[src/design/irpd_pkg.sv]
// ---------------------------------------------------------------------------
// irpd_pkg: shared types and constants of the pulse-distance IR decoder
// Event codes, register indexes, configuration and result word layouts.
// ---------------------------------------------------------------------------
`default_nettype none

package irpd_pkg;

    // widths fixed by the register map and the result word
    localparam int LIMIT_W = 12;
    localparam int BITS_W  = 8;
    localparam int CODE_W  = 2;
    localparam int INDEX_W = 3;

    // event codes
    localparam logic [CODE_W-1:0] EV_ZERO = 2'd0;
    localparam logic [CODE_W-1:0] EV_ONE  = 2'd1;
    localparam logic [CODE_W-1:0] EV_END  = 2'd2;
    localparam logic [CODE_W-1:0] EV_RERR = 2'd3;

    // register indexes
    localparam logic [INDEX_W-1:0] REG_READER_MARK  = 3'd0;
    localparam logic [INDEX_W-1:0] REG_READER_SPACE = 3'd1;
    localparam logic [INDEX_W-1:0] REG_SPACE_TMO    = 3'd2;
    localparam logic [INDEX_W-1:0] REG_ONE_THRESH   = 3'd3;
    localparam logic [INDEX_W-1:0] REG_MAX_BITS     = 3'd4;

    // register reset values
    localparam logic [LIMIT_W-1:0] RST_READER_MARK  = 12'd800;
    localparam logic [LIMIT_W-1:0] RST_READER_SPACE = 12'd500;
    localparam logic [LIMIT_W-1:0] RST_SPACE_TMO    = 12'd300;
    localparam logic [LIMIT_W-1:0] RST_ONE_THRESH   = 12'd100;
    localparam logic [BITS_W-1:0]  RST_MAX_BITS     = 8'd48;

    // configuration as seen by the decoder
    typedef struct packed {
        logic [LIMIT_W-1:0] reader_mark_limit;
        logic [LIMIT_W-1:0] reader_space_limit;
        logic [LIMIT_W-1:0] space_timeout;
        logic [LIMIT_W-1:0] one_threshold;
        logic [BITS_W-1:0]  max_bits;
    } t_cfg;

    // one decoded event
    typedef struct packed {
        logic [CODE_W-1:0] event_code;
        logic [BITS_W-1:0] bit_index;
        logic              frame_last;
    } t_result;

endpackage

`default_nettype wire

[src/design/irpd_cfg.sv]
// ---------------------------------------------------------------------------
// irpd_cfg: configuration registers
// Holds the timing limits and the frame length, written by index.
// ---------------------------------------------------------------------------
`default_nettype none

module irpd_cfg
    import irpd_pkg::*;
(
    input  wire logic               i_clk,
    input  wire logic               i_rst_n,
    input  wire logic               i_cfg_we,
    input  wire logic [INDEX_W-1:0] i_cfg_index,
    input  wire logic [LIMIT_W-1:0] i_cfg_data,
    output t_cfg                    o_cfg
);

    t_cfg r_cfg;

    // register file, writes beyond the map are dropped
    always_ff @(posedge i_clk) begin
        if (!i_rst_n) begin
            r_cfg.reader_mark_limit  <= RST_READER_MARK;
            r_cfg.reader_space_limit <= RST_READER_SPACE;
            r_cfg.space_timeout      <= RST_SPACE_TMO;
            r_cfg.one_threshold      <= RST_ONE_THRESH;
            r_cfg.max_bits           <= RST_MAX_BITS;
        end else if (i_cfg_we) begin
            case (i_cfg_index)
                REG_READER_MARK:  r_cfg.reader_mark_limit  <= i_cfg_data;
                REG_READER_SPACE: r_cfg.reader_space_limit <= i_cfg_data;
                REG_SPACE_TMO:    r_cfg.space_timeout      <= i_cfg_data;
                REG_ONE_THRESH:   r_cfg.one_threshold      <= i_cfg_data;
                REG_MAX_BITS:     r_cfg.max_bits           <= i_cfg_data[BITS_W-1:0];
                default: ;
            endcase
        end
    end

    assign o_cfg = r_cfg;

endmodule

`default_nettype wire

[src/design/irpd_core.sv]
// ---------------------------------------------------------------------------
// irpd_core: sample register and frame state machine
// Registers one line sample, then measures marks and spaces and decides
// bits, reader errors and frame ends in one pass.
// ---------------------------------------------------------------------------
`default_nettype none

module irpd_core
    import irpd_pkg::*;
#(
    parameter int COUNT_WIDTH = 12
)(
    input  wire logic i_clk,
    input  wire logic i_rst_n,
    input  wire logic i_valid,
    input  wire logic i_level,
    output logic      o_stall,
    input  t_cfg      i_cfg,
    input  wire logic i_full,
    output logic      o_res_valid,
    output t_result   o_res
);

    localparam int CMP_W = (COUNT_WIDTH > LIMIT_W) ? COUNT_WIDTH : LIMIT_W;
    localparam logic [COUNT_WIDTH-1:0] CNT_MAX = {COUNT_WIDTH{1'b1}};
    localparam logic [COUNT_WIDTH-1:0] CNT_ONE = COUNT_WIDTH'(1);

    typedef enum logic [2:0] {
        PH_IDLE,
        PH_RMARK,
        PH_RSPACE,
        PH_DMARK,
        PH_DSPACE
    } t_phase;

    t_phase                 r_phase, n_phase;
    logic [COUNT_WIDTH-1:0] r_tick, n_tick;
    logic [BITS_W-1:0]      r_bits, n_bits;
    logic                   r_in_valid;
    logic                   r_level;

    logic                   adv;
    logic [COUNT_WIDTH-1:0] tick_inc;
    logic [CMP_W-1:0]       tick_x, inc_x;
    logic [CMP_W-1:0]       rml_x, rsl_x, tmo_x, thr_x;
    logic [BITS_W-1:0]      limit_bits;
    logic                   frame_full;
    logic                   n_res_valid;
    t_result                n_res;

    // advance the sample when the result buffer has room
    assign adv     = r_in_valid && !i_full;
    assign o_stall = r_in_valid && i_full;

    // saturating tick count and widened compare operands
    assign tick_inc   = (r_tick == CNT_MAX) ? r_tick : r_tick + CNT_ONE;
    assign tick_x     = CMP_W'(r_tick);
    assign inc_x      = CMP_W'(tick_inc);
    assign rml_x      = CMP_W'(i_cfg.reader_mark_limit);
    assign rsl_x      = CMP_W'(i_cfg.reader_space_limit);
    assign tmo_x      = CMP_W'(i_cfg.space_timeout);
    assign thr_x      = CMP_W'(i_cfg.one_threshold);
    assign limit_bits = (i_cfg.max_bits == '0) ? BITS_W'(1) : i_cfg.max_bits;
    assign frame_full = ({1'b0, r_bits} + 9'd1) >= {1'b0, limit_bits};

    // frame state machine step
    always_comb begin
        n_phase     = r_phase;
        n_tick      = r_tick;
        n_bits      = r_bits;
        n_res_valid = 1'b0;
        n_res       = '{event_code: EV_RERR, bit_index: r_bits, frame_last: 1'b1};
        case (r_phase)
            PH_RMARK: begin
                if (!r_level) begin
                    n_tick = tick_inc;
                end else if (tick_x > rml_x || i_cfg.reader_space_limit == '0) begin
                    n_phase     = PH_IDLE;
                    n_tick      = '0;
                    n_res_valid = 1'b1;
                end else begin
                    n_phase = PH_RSPACE;
                    n_tick  = CNT_ONE;
                end
            end
            PH_RSPACE: begin
                if (!r_level) begin
                    n_phase = PH_DMARK;
                    n_tick  = CNT_ONE;
                end else if (inc_x > rsl_x) begin
                    n_phase     = PH_IDLE;
                    n_tick      = '0;
                    n_res_valid = 1'b1;
                end else begin
                    n_tick = tick_inc;
                end
            end
            PH_DMARK: begin
                if (!r_level) begin
                    n_tick = tick_inc;
                end else if (i_cfg.space_timeout == '0) begin
                    n_phase              = PH_IDLE;
                    n_tick               = '0;
                    n_res_valid          = 1'b1;
                    n_res.event_code     = EV_END;
                end else begin
                    n_phase = PH_DSPACE;
                    n_tick  = CNT_ONE;
                end
            end
            PH_DSPACE: begin
                if (r_level) begin
                    if (inc_x > tmo_x) begin
                        n_phase          = PH_IDLE;
                        n_tick           = '0;
                        n_res_valid      = 1'b1;
                        n_res.event_code = EV_END;
                    end else begin
                        n_tick = tick_inc;
                    end
                end else begin
                    // space ended: decide the bit
                    n_res_valid      = 1'b1;
                    n_res.event_code = (tick_x < thr_x) ? EV_ZERO : EV_ONE;
                    n_res.frame_last = frame_full;
                    n_tick           = CNT_ONE;
                    if (frame_full) begin
                        n_phase = PH_RMARK;
                        n_bits  = '0;
                    end else begin
                        n_phase = PH_DMARK;
                        n_bits  = r_bits + BITS_W'(1);
                    end
                end
            end
            default: begin
                if (!r_level) begin
                    n_phase = PH_RMARK;
                    n_tick  = CNT_ONE;
                    n_bits  = '0;
                end else begin
                    n_phase = PH_IDLE;
                    n_tick  = '0;
                end
            end
        endcase
    end

    // sample register and state
    always_ff @(posedge i_clk) begin
        if (!i_rst_n) begin
            r_in_valid <= 1'b0;
            r_phase    <= PH_IDLE;
            r_tick     <= '0;
            r_bits     <= '0;
        end else begin
            if (!o_stall) begin
                r_in_valid <= i_valid;
            end
            if (adv) begin
                r_phase <= n_phase;
                r_tick  <= n_tick;
                r_bits  <= n_bits;
            end
        end
    end

    // sample payload, no reset needed
    always_ff @(posedge i_clk) begin
        if (!o_stall && i_valid) begin
            r_level <= i_level;
        end
    end

    assign o_res_valid = adv && n_res_valid;
    assign o_res       = n_res;

    // idle always holds a cleared count, any other phase a running one
    a_idle_tick: assert property (@(posedge i_clk) disable iff (!i_rst_n)
        (r_phase == PH_IDLE) |-> (r_tick == '0))
        else $error("idle phase with nonzero tick count");
    a_busy_tick: assert property (@(posedge i_clk) disable iff (!i_rst_n)
        (r_phase != PH_IDLE) |-> (r_tick != '0))
        else $error("active phase with zero tick count");
    // a frame-closing event leaves the machine idle or in a fresh reader
    a_close: assert property (@(posedge i_clk) disable iff (!i_rst_n)
        (o_res_valid && o_res.frame_last) |=>
        ((r_phase == PH_IDLE) || (r_phase == PH_RMARK && r_bits == '0)))
        else $error("frame close did not restart the machine");
    // bit count inside a frame never reaches the wrap value
    a_bits: assert property (@(posedge i_clk) disable iff (!i_rst_n)
        (r_phase == PH_DMARK || r_phase == PH_DSPACE) |->
        (r_bits != '1))
        else $error("bit count ran past the frame length");

endmodule

`default_nettype wire

[src/design/irpd_outq.sv]
// ---------------------------------------------------------------------------
// irpd_outq: two-entry result buffer
// Output register plus skid slot so the decoder keeps going while a
// finished word waits downstream.
// ---------------------------------------------------------------------------
`default_nettype none

module irpd_outq
    import irpd_pkg::*;
(
    input  wire logic i_clk,
    input  wire logic i_rst_n,
    input  wire logic i_push,
    input  t_result   i_data,
    output logic      o_full,
    output logic      o_valid,
    input  wire logic i_stall,
    output t_result   o_data
);

    logic [1:0] r_count, n_count;
    t_result    r_head, r_skid;
    logic       pop;

    assign pop     = (r_count != 2'd0) && !i_stall;
    assign o_full  = (r_count == 2'd2);
    assign o_valid = (r_count != 2'd0);
    assign o_data  = r_head;
    assign n_count = r_count + {1'b0, i_push} - {1'b0, pop};

    // occupancy
    always_ff @(posedge i_clk) begin
        if (!i_rst_n) begin
            r_count <= 2'd0;
        end else begin
            r_count <= n_count;
        end
    end

    // slot payloads
    always_ff @(posedge i_clk) begin
        case (r_count)
            2'd0: begin
                if (i_push) begin
                    r_head <= i_data;
                end
            end
            2'd1: begin
                if (i_push && pop) begin
                    r_head <= i_data;
                end else if (i_push) begin
                    r_skid <= i_data;
                end
            end
            default: begin
                if (pop) begin
                    r_head <= r_skid;
                end
            end
        endcase
    end

    // no push into a full buffer, count never exceeds two
    a_no_overflow: assert property (@(posedge i_clk) disable iff (!i_rst_n)
        o_full |-> !i_push)
        else $error("push into full result buffer");
    a_count: assert property (@(posedge i_clk) disable iff (!i_rst_n)
        (r_count != 2'd3))
        else $error("result buffer count out of range");
    a_hold: assert property (@(posedge i_clk) disable iff (!i_rst_n)
        (o_valid && i_stall) |=> (o_valid && $stable(r_head)))
        else $error("stalled result word changed");

endmodule

`default_nettype wire

[src/design/ir_pulse_distance_decoder.sv]
// ---------------------------------------------------------------------------
// ir_pulse_distance_decoder: pulse-distance IR frame decoder
// Samples an active-low receiver line, checks the reader, decodes data
// bits by space length and reports frame end and reader errors.
// ---------------------------------------------------------------------------
//  channel | handshake              | payload
//  --------+------------------------+------------------------------------------
//  input   | i_in_valid/o_in_stall  | i_ir_level
//  output  | o_out_valid/i_out_stall| o_event_code, o_bit_index, o_frame_last
//  config  | i_cfg_we               | i_cfg_index, i_cfg_data
//
//  One sample word is taken every cycle unless the input is stalled; a result
//  word passes through the sample register, then the result buffer.
//  Most samples give no result; the line state machine is a single pass.
//  Reset clears the state to idle and loads the register defaults.
//  The two-entry result buffer absorbs output stalls; input stalls only
//  when it is full and a sample is waiting.
// ---------------------------------------------------------------------------
`default_nettype none

module ir_pulse_distance_decoder
    import irpd_pkg::*;
#(
    parameter int COUNT_WIDTH = 12
)(
    input  wire logic               i_clk,
    input  wire logic               i_rst_n,
    input  wire logic               i_in_valid,
    output logic                    o_in_stall,
    input  wire logic               i_ir_level,
    output logic                    o_out_valid,
    input  wire logic               i_out_stall,
    output logic [CODE_W-1:0]       o_event_code,
    output logic [BITS_W-1:0]       o_bit_index,
    output logic                    o_frame_last,
    input  wire logic               i_cfg_we,
    input  wire logic [INDEX_W-1:0] i_cfg_index,
    input  wire logic [LIMIT_W-1:0] i_cfg_data
);

    t_cfg    cfg;
    t_result res, out_word;
    logic    res_valid;
    logic    q_full;

    // configuration registers
    irpd_cfg u_cfg (
        .i_clk       (i_clk),
        .i_rst_n     (i_rst_n),
        .i_cfg_we    (i_cfg_we),
        .i_cfg_index (i_cfg_index),
        .i_cfg_data  (i_cfg_data),
        .o_cfg       (cfg)
    );

    // decoder pass
    irpd_core #(
        .COUNT_WIDTH (COUNT_WIDTH)
    ) u_core (
        .i_clk       (i_clk),
        .i_rst_n     (i_rst_n),
        .i_valid     (i_in_valid),
        .i_level     (i_ir_level),
        .o_stall     (o_in_stall),
        .i_cfg       (cfg),
        .i_full      (q_full),
        .o_res_valid (res_valid),
        .o_res       (res)
    );

    // result buffer
    irpd_outq u_outq (
        .i_clk   (i_clk),
        .i_rst_n (i_rst_n),
        .i_push  (res_valid),
        .i_data  (res),
        .o_full  (q_full),
        .o_valid (o_out_valid),
        .i_stall (i_out_stall),
        .o_data  (out_word)
    );

    assign o_event_code = out_word.event_code;
    assign o_bit_index  = out_word.bit_index;
    assign o_frame_last = out_word.frame_last;

endmodule

`default_nettype wire

[config.mk]
export PLATFORM = sky130hd
export DESIGN_NAME = ir_pulse_distance_decoder
export DESIGN_NICKNAME = d
export VERILOG_FILES = /design/src/design/irpd_pkg.sv /design/src/design/irpd_cfg.sv /design/src/design/irpd_core.sv /design/src/design/irpd_outq.sv /design/src/design/ir_pulse_distance_decoder.sv
export SDC_FILE = /design/constraint.sdc
export NUM_CORES = 1
export LEC_CHECK = 0
export BUFFER_PORTS_ARGS = -buffer_cell sky130_fd_sc_hd__buf_2
export CAP_MARGIN = 20
export CORE_MARGIN = 2
export CORE_UTILIZATION = 30
export CTS_CLUSTER_DIAMETER = 50
export CTS_CLUSTER_SIZE = 28
export DETAILED_ROUTE_END_ITERATION = 10
export PLACE_DENSITY = 0.42
export SLEW_MARGIN = 0
export SYNTH_ARGS = -nofsm -noshare
export SYNTH_HDL_FRONTEND = slang
export SYNTH_SLANG_ARGS = --single-unit
[constraint.sdc]
create_clock -name i_clk -period 4.95 [get_ports i_clk]
set_input_delay 0.2475 -clock i_clk [delete_from_list [all_inputs] [get_ports i_clk]]
set_output_delay 0.2475 -clock i_clk [all_outputs]
set_load 0.02 [all_outputs]
==> Word level (Yosys, flattened, before mapping) <==
Cells that the tools add are included.
{ "totals": {"register_bits": 105, "in_bits": 21} }
{ "op_classes": {"add_sub_neg": 5, "n_lt_le_gt_ge": 5, "n_eq_ne": 17, "n_mux": 48, "bitwise_logic": 3, "reduce_logical": 27} }
{ "ops": {"columns": ["operator", "n"], "rows": [
  ["12-bit two-way mux", 7],
  ["12-bit one-hot mux with 4 select lines", 1],
  ["12-bit greater-than comparator", 3],
  ["11-bit two-way mux", 3],
  ["8-bit two-way mux", 4],
  ["12-bit zero test", 2],
  ["11-bit one-hot mux with 2 select lines", 1],
  ["3-bit two-way mux", 7],
  ["1-bit two-way mux", 17],
  ["8-bit one-hot mux with 2 select lines", 1],
  ["12-bit by 1-bit adder with 12-bit output (second input constant)", 1],
  ["12-bit == test (second input constant)", 1],
  ["3-bit by 2-bit == test with 1-bit output (second input constant)", 4],
  ["12-bit < comparator", 1],
  ["3-bit one-hot mux with 4 select lines", 1],
  ["2-bit AND reduction", 5],
  ["8-bit by 1-bit adder with 9-bit output (second input constant)", 1],
  ["9-bit by 8-bit greater-or-equal comparator with 1-bit output", 1],
  ["3-bit AND reduction", 3],
  ["8-bit by 1-bit adder with 8-bit output (second input constant)", 1],
  ["8-bit zero test", 1],
  ["2-bit two-way mux", 4],
  ["2-bit by 1-bit != test with 1-bit output (second input constant)", 4],
  ["3-bit by 1-bit == test with 1-bit output (second input constant)", 2],
  ["other kinds (18)", 29]
]} }

==> Longest topological paths before layout <==
Gate-level depths: netlist of run 1.
{ "logic_depth": {"ltp_word": 10, "ltp_mapped": 18} }

==> Hierarchy <==
From an unflattened synthesis of run 1, not the netlist that was laid out.
{ "hier_totals": {"hier_cells": 623, "area_unflattened_um2": 6049.6} }
{ "modules_own_cells": {"columns": ["module", "n_inst", "cells_each", "area_each_um2"], "rows": [
  ["irpd_core", 1, 368, 2920.3],
  ["irpd_cfg", 1, 206, 2148.3],
  ["irpd_outq", 1, 49, 980.9]
]} }

==> Worst setup path before layout of run 1 <==
Ideal clock, no wire load.
{ "synth_timing": {"path_type": "register -> register", "start": "register u_core.r_tick[3]", "end": "register u_outq.r_head (netlist bit u_outq.o_data[0]) (enable)", "setup_ns": 0.384, "arrival_ns": 3.354, "required_time_ns": 4.566, "slack_ns": 1.212, "stages_incl_launch_ff": 15, "n_path_buf": 1, "path_cell_list": "dfxtp_1 -> and3_1 -> and3_1 -> clkbuf_1 -> nand3_1 -> nor2_1 -> mux2_2 -> ha_1 -> nand4_1 -> nor3_1 -> a21oi_1 -> a21oi_1 -> o2111ai_1 -> o21ai_0 -> a2bb2oi_1"} }
{ "synth_via": {"elab_chain_len": 10, "elab_cells_between_ends": 19, "cone_classes": "1 x add/sub; 3 x order compare; 3 x eq/ne; 8 x mux; 4 x reduce/logical"} }
{ "synth_rtl": {"columns": ["element", "line", "text"], "rows": [
  ["start: declaration", "irpd_core.sv:37", "logic [COUNT_WIDTH-1:0] r_tick, n_tick;"],
  ["start signal: assignment", "irpd_core.sv:162", "r_tick <= n_tick;"],
  ["12-bit by 1-bit adder with 12-bit output / 12-bit == test (equally long branches)", "irpd_core.sv:56", "assign tick_inc = (r_tick == CNT_MAX) ? r_tick : r_tick + CNT_ONE;"],
  ["12-bit two-way mux", "irpd_core.sv:56", null],
  ["12-bit greater-than comparator (on tied branches)", "irpd_core.sv:113, irpd_core.sv:90", null],
  ["1-bit two-way mux (on tied branches)", "irpd_core.sv:113, irpd_core.sv:90", null],
  ["1-bit two-way mux (on tied branches)", "irpd_core.sv:112, irpd_core.sv:87", null],
  ["1-bit one-hot mux with 4 select lines *", "irpd_core.sv:73", "case (r_phase)"],
  ["1-bit logical AND *", "irpd_core.sv:175", "assign o_res_valid = adv && n_res_valid;"],
  ["1-bit logical AND", "irpd_outq.sv:49", "if (i_push && pop) begin"],
  ["2-bit by 1-bit != test with 1-bit output (no line)", null, null],
  ["3-bit AND reduction (no line) *", null, null],
  ["end signal: assignment", "irpd_outq.sv:45", "r_head <= i_data;"],
  ["end signal: assignment", "irpd_outq.sv:50", "r_head <= i_data;"],
  ["end signal: assignment", "irpd_outq.sv:57", "r_head <= r_skid;"],
  ["end: declaration", "irpd_outq.sv:22", "t_result r_head, r_skid;"]
]} }
Mark *: on every way between the ends. The rest lies on a longest branch, timed or not.
A chain may end at the register's enable or synchronous reset.

==> Final worst setup path of run 1 <==
{ "layout_timing": {"start": "register u_core.r_tick[3]", "end": "register u_outq.r_head (netlist bit u_outq.o_data[9]) (enable)"} }
Same word-level chain as after synthesis.

==> flow_summary.ini, run 1 <==
[layout]
area_growth_pct = 11.6
utilization_pct = 34.2
final_common_cell = nand2_1
final_nets = 782
diodes = 0
finalInstanceArea_um2 = 6710
drive_above_1_share_pct = 10.2
final_cell_mix = nand2_1 (126), dfxtp_1 (82), inv_1 (62), ha_1 (59), a21boi_0 (43)

[floorplan]
row_count = 51
dieArea_um2 = 21200
ios = 34
die_w_um = 146
die_h_um = 146
initial_core_util_pct = 30.7
core_area_um2 = 19600

[setup_path]
critical_path_class = reg2reg
reg2reg_slack_ps = 530
critPathLaunchType = flip-flop
crit_slowest_cell = a2bb2oi_1
r2r-start = u_core.r_tick[3]
cp_data_required_time_ps = 4930
r2r_cells = 14
r2r-end = u_outq.o_data[9]
cp_data_arrival_time_ps = 4400
critical-path-top-delay-family = simple AND/OR/NAND/NOR gates
cp_max_fo = 11
worst-path-buf-inv = 0
critPathCaptureType = flip-flop
slowest_delay_ps = 820
crit_path_cell_trace = and3_1, and3_1, nand4_2, and2_1, nand3_1, xnor2_1, ha_1, nand3_1, nor3_1, a21oi_1, a21oi_1, o2111ai_1, o21ai_0, a2bb2oi_1

[routing]
wirelength_mm = 16.0
wl_per_cell_um = 16.4
routed-via-count = 4710
drtIter0Drc = 206
drtAntennaViolNets = 0
first_pass_iters = 4
vias_per_cell = 4.85
drc = 0

[timing]
slew_viol_final = 0
tightest_slew_ps = 980
rsz0062_at_grt = false
finalClockSkew_ps = 9.25
min_period_ps = 4420
fin_crit_sh_pct = 89.2
fin_tns_setup_ps = 0
relSlewSlack_pct = 34.4
setup_viol = 0
postLayoutSetupSlackWorst_ps = 532
max_freq_ghz = 0.226
hold_viol_final = 0

[grt]
grt_max_degree = 77
grt_overflow = 0
antenna_found_initial = 0
grt_pass1_wl_mm = 26.0
grt_pass1_vias = 4640
gr-usage-all-layers_pct = 15.6

[power_and_ir_drop]
p_total_mw = 1.83
power_frac_comb_pct = 8.9
internal-power_mw = 1.36
irDropWorstVdd_v = 0.000165
pwr-share-clk_pct = 40.9
p_per_area_nw_per_um2 = 273
p_seq_share_pct = 50.2
leakage_nw = 2.73
p_switching_mw = 0.471
switching_share_pct = 25.7

[job]
cap_violations = 0

[clocking]
numClockSinks = 105
clk_path_buf_depth = 2
htree_num_levels = 3
cts-resized-gates = 0
hold_buffers = 0
cts_setup_buffers = 0
path_clk_slew_ps = 70
cts_tree = built
clock_latency_ps = 360
numCtsBuffers = 9
cts-root-buf = clkbuf_16

[placed_design]
place_hpwl_mm = 12.4
portBuffers = 33
place_area_um2 = 6400
place_congestion = 0.864
dp_slack_ps = 520

[hold_path]
min_path_type = in2reg
hold_path_end = u_core.r_level
hp-start = i_ir_level
holdPathStages = 1

[synth]
avgSynthCellArea_um2 = 8.79
syn_inst = 684
yosysTopAreaCellShare_pct = 27.3
synth_warnings = 0
synth-seq-area-share_pct = 38.8
ys_ff_latch = 105
netlist_area_um2 = 6010
ys_top_cells_by_area = dfxtp_1 (27%), ha_1 (12%), edfxtp_1 (11%)
synth_edf_count = 23
async_flop_share_pct = 0
yosysUniqueCellTypes = 60
ys.flop_type = dfxtp_1
synth_nets = 764
yosysTopAreaCell = dfxtp_1

[status]
status = completed
[Yosys cell counts, types with 5 or more instances]
cell type / number
clkbuf_1: 23
nand2_1: 126
inv_1: 62
xor2_1: 5
mux2_2: 13
and3_1: 16
nand3_1: 17
a22o_1: 6
dfxtp_1: 82
nor2_1: 20
o211ai_1: 22
a21oi_1: 21
nand2b_1: 7
nor2b_1: 14
o21ai_0: 17
or3_1: 5
nand3b_1: 5
nor4_1: 8
xnor2_1: 10
edfxtp_1: 23
and2_1: 7
nand4_1: 10
a21boi_0: 43
ha_1: 59
a21o_1: 8
[worst max path at each step]
stage                      from           endpoint  slack [ps]  depth (start not counted)
2_1_floorplan  u_core.r_tick[3]   u_outq.o_data[0]        1210                         14
3_3_place_gp   u_core.r_tick[3]   u_outq.o_data[4]         630                         13
3_5_place_dp   u_core.r_tick[3]   u_outq.o_data[4]         520                         13
4_1_cts        u_core.r_tick[3]   u_outq.o_data[2]         500                         13
5_1_grt        u_core.r_tick[3]  u_outq.o_data[10]         220                         13
6_report       u_core.r_tick[3]   u_outq.o_data[9]         530                         14
[state kept, by name, indices dropped and copies added, names as in the netlist]
name               flops
u_core.r_tick         12
u_outq.o_data         11
u_core.r_bits          8
u_outq.r_count         2
u_cfg.o_cfg           56
u_core.r_level         1
u_outq.r_skid         11
u_core.r_phase         3
u_core.r_in_valid      1
[logic make-up (layout without fill, tap and decap cells)]
logic type	Yosys count	count (layout)	share of synthesized area, %
muxes	16	16	2.93
adders and majority gates	59	59	12.3
AOI/OAI and AO/OA	151	151	18.1
xor gates and xnor gates	15	15	2.19
DFF	105	105	38.8
and+or+nand+nor	248	248	19.9
buffers and inverters	90	113	5.87
[power groups by stage]
stage / Combinational (mW) / Sequential [mW] / Clock, mW
after floorplan: 0.112 / 0.935 / 0
after global placement: 0.166 / 0.939 / 0
after detailed placement: 0.165 / 0.939 / 0
after CTS: 0.166 / 0.919 / 0.768
after global routing: 0.183 / 0.923 / 0.810
final: 0.163 / 0.919 / 0.748
[per-layer routing]
layer  share of wire [%]  vias up  global-route usage (%)
met4                 1.3        0                    4.51
met3                 3.0       10                    2.38
met2                  44       75                    24.4
li1                    -     2431                       -
met1                  51     2194                    22.3
met5                   0        -                       0
[through the flow]
stage,std cells,hold WS [ps]
CTS,972,48.6
finish,972,62.7
floorplan,684,346
detailed placement,956,426
global route,972,45.4
global placement,956,428
[area by class of cell]
type / count / area (µm²)
fillers: 2065 / 12900
repair buffers: 35 / 180
clock buffers: 9 / 225
well taps: 265 / 332
inverters: 62 / 233
flip-flops and latches: 105 / 2330
multi-input cells: 489 / 3330
clock inverters: 7 / 78.8
Note: power is estimated with default switching activity, not from simulation.
==> run 2: changes to the inputs <==
clock period = 4.5 ns   (was 4.95 ns; I/O delays follow)
==> run 2 against run 1 <==
Setup slack worse by 160 ps. Via count up 2.4%. Non-clock buffer count up 6. First-iteration DRC count up 48%. Core utilization up 0.32 points. Largest cell class unchanged. Highest routed layer unchanged. Sequential share of layout area down 0.32 points.
==> flow_summary.ini, run 2 (synthesized netlist as in run 1, its figures left out) <==
[clocking]
path_clk_slew_ps = 80
clock_latency_ps = 360
hold_buffers = 0
numCtsBuffers = 9
htree_num_levels = 3
cts_tree = built
cts-root-buf = clkbuf_16
numClockSinks = 105
clk_path_buf_depth = 2

[placed_design]
portBuffers = 33
placed_cells = 962
place_congestion = 0.864
place_hpwl_mm = 12.4

[power_and_ir_drop]
leakage_nw = 2.77
p_per_area_nw_per_um2 = 302
irDropWorstVdd_v = 0.000229
p_total_mw = 2.04

[floorplan]
die_w_um = 146
die_h_um = 146
dieArea_um2 = 21200
core_area_um2 = 19600
initial_core_util_pct = 30.7
row_count = 51
ios = 34

[layout]
final_nets = 788
final_cells = 978
drive_above_1_share_pct = 11.2
final_common_cell = nand2_1
diodes = 0
final_cell_mix = nand2_1 (126), dfxtp_1 (82), inv_1 (62), ha_1 (59), a21boi_0 (43)
largest_reg_flops = 56
area_growth_pct = 12.6

[setup_path]
cp_data_required_time_ps = 4760
critical-path-top-delay-family = simple AND/OR/NAND/NOR gates
crit_path_cell_trace = ha_1, and3_1, nand3_1, nor2_1, mux2_2, ha_1, o21ai_0, o21ai_0, or4_1, o2111ai_1, o21ai_0, ha_1, xnor2_1, xnor2_1, and2_1
critPathCaptureType = flip-flop
critical_path_class = reg2reg
worst-path-buf-inv = 0
cp_data_arrival_time_ps = 4380
slowest_delay_ps = 530
crit_slowest_cell = or4_1
cp_max_fo = 6
critPathLaunchType = flip-flop

[timing]
fin_crit_sh_pct = 91.7
setup_viol = 0
max_freq_ghz = 0.242
relSlewSlack_pct = 46.1
hold_viol_final = 0
rsz0062_at_grt = false
tightest_slew_ps = 795
finalClockSkew_ps = 10.6
slew_viol_final = 0
holdWs_ps = 48.8
fin_tns_setup_ps = 0
min_period_ps = 4130

[routing]
wl_met2_mm = 7.15
wl_per_cell_um = 16.7
top_layer_used = met4
drc = 0
routed-via-count = 4822
wl_met1_mm = 8.34
drtAntennaViolNets = 0
vias_per_cell = 4.93
first_pass_iters = 5
route.met3.wl_um = 618
wirelength_mm = 16.3
drtIter0Drc = 304

[grt]
antenna_found_initial = 0
grt_overflow = 0
grt_pass1_wl_mm = 26.6
grt_pass1_vias = 4752
grt_max_degree = 77
gr-usage-all-layers_pct = 16.0

[status]
status = completed

[hold_path]
min_path_type = in2reg

[job]
cap_violations = 0
run 2: cell types whose count changed in the layout (fill, tap and decap cells not counted), sizes merged:
cell      previous run  this run
clkinv               2         3
clkbuf               9        10
clkinvlp             3         1
buf                 35        41
run 2: power breakdown:
part	switching (mW)	leakage, nW	internal (mW)
sequential	0.0219	0.856	0.988
combinational	0.112	1.76	0.0721
clock	0.395	0.151	0.455
run 2: final cells by class:
type,instances,area (µm²)
flip-flops and latches,105,2330
multi-input cells,489,3330
clock buffers,10,239
well taps,265,332
fillers,2055,12800
repair buffers,41,225
clock inverters,6,75.1
inverters,62,233
run 2: worst register-to-register path, delay by kind of cell (launching register included):
family / cells / cell delay [ps]
AND/OR/NAND/NOR: 5 / 1350
XOR/XNOR: 2 / 250
AO/OA/AOI/OAI: 4 / 790
flip-flops: 1 / 440
adder cells (fa/ha/maj): 3 / 810
multiplexers: 1 / 380
run 2: worst paths after layout:
kind,from,end,slack (ps),cells after the start
setup / recovery,u_core.r_tick[1],u_outq.r_count[1],370,15
hold / removal,i_ir_level,u_core.r_level,50,1
setup reg to reg,u_core.r_tick[1],u_outq.r_count[1],370,15
hold reg to reg,u_cfg.o_cfg[1],u_cfg.o_cfg[1],470,2
run 2: per-stage QoR:
stage               utilization (%)  setup slack, ps  cell area [µm²]
floorplan                         -              762             6010
global placement               32.9              247             6450
detailed placement             32.9              124             6450
CTS                            34.5             78.6             6760
global route                   34.6             10.3             6770
finish                         34.6              374             6770
run 2: repair_timing:
action                                  CTS  global route
endpoints found under the setup margin    0            22
resized for setup                         0             2
setup buffers                             0             0
run 2: layer usage:
metal | GRT usage (%) | vias up
li1 | - | 2448
met1 | 23.0 | 2275
met2 | 24.4 | 83
met3 | 3.20 | 16
met4 | 4.75 | 0
met5 | 0 | -
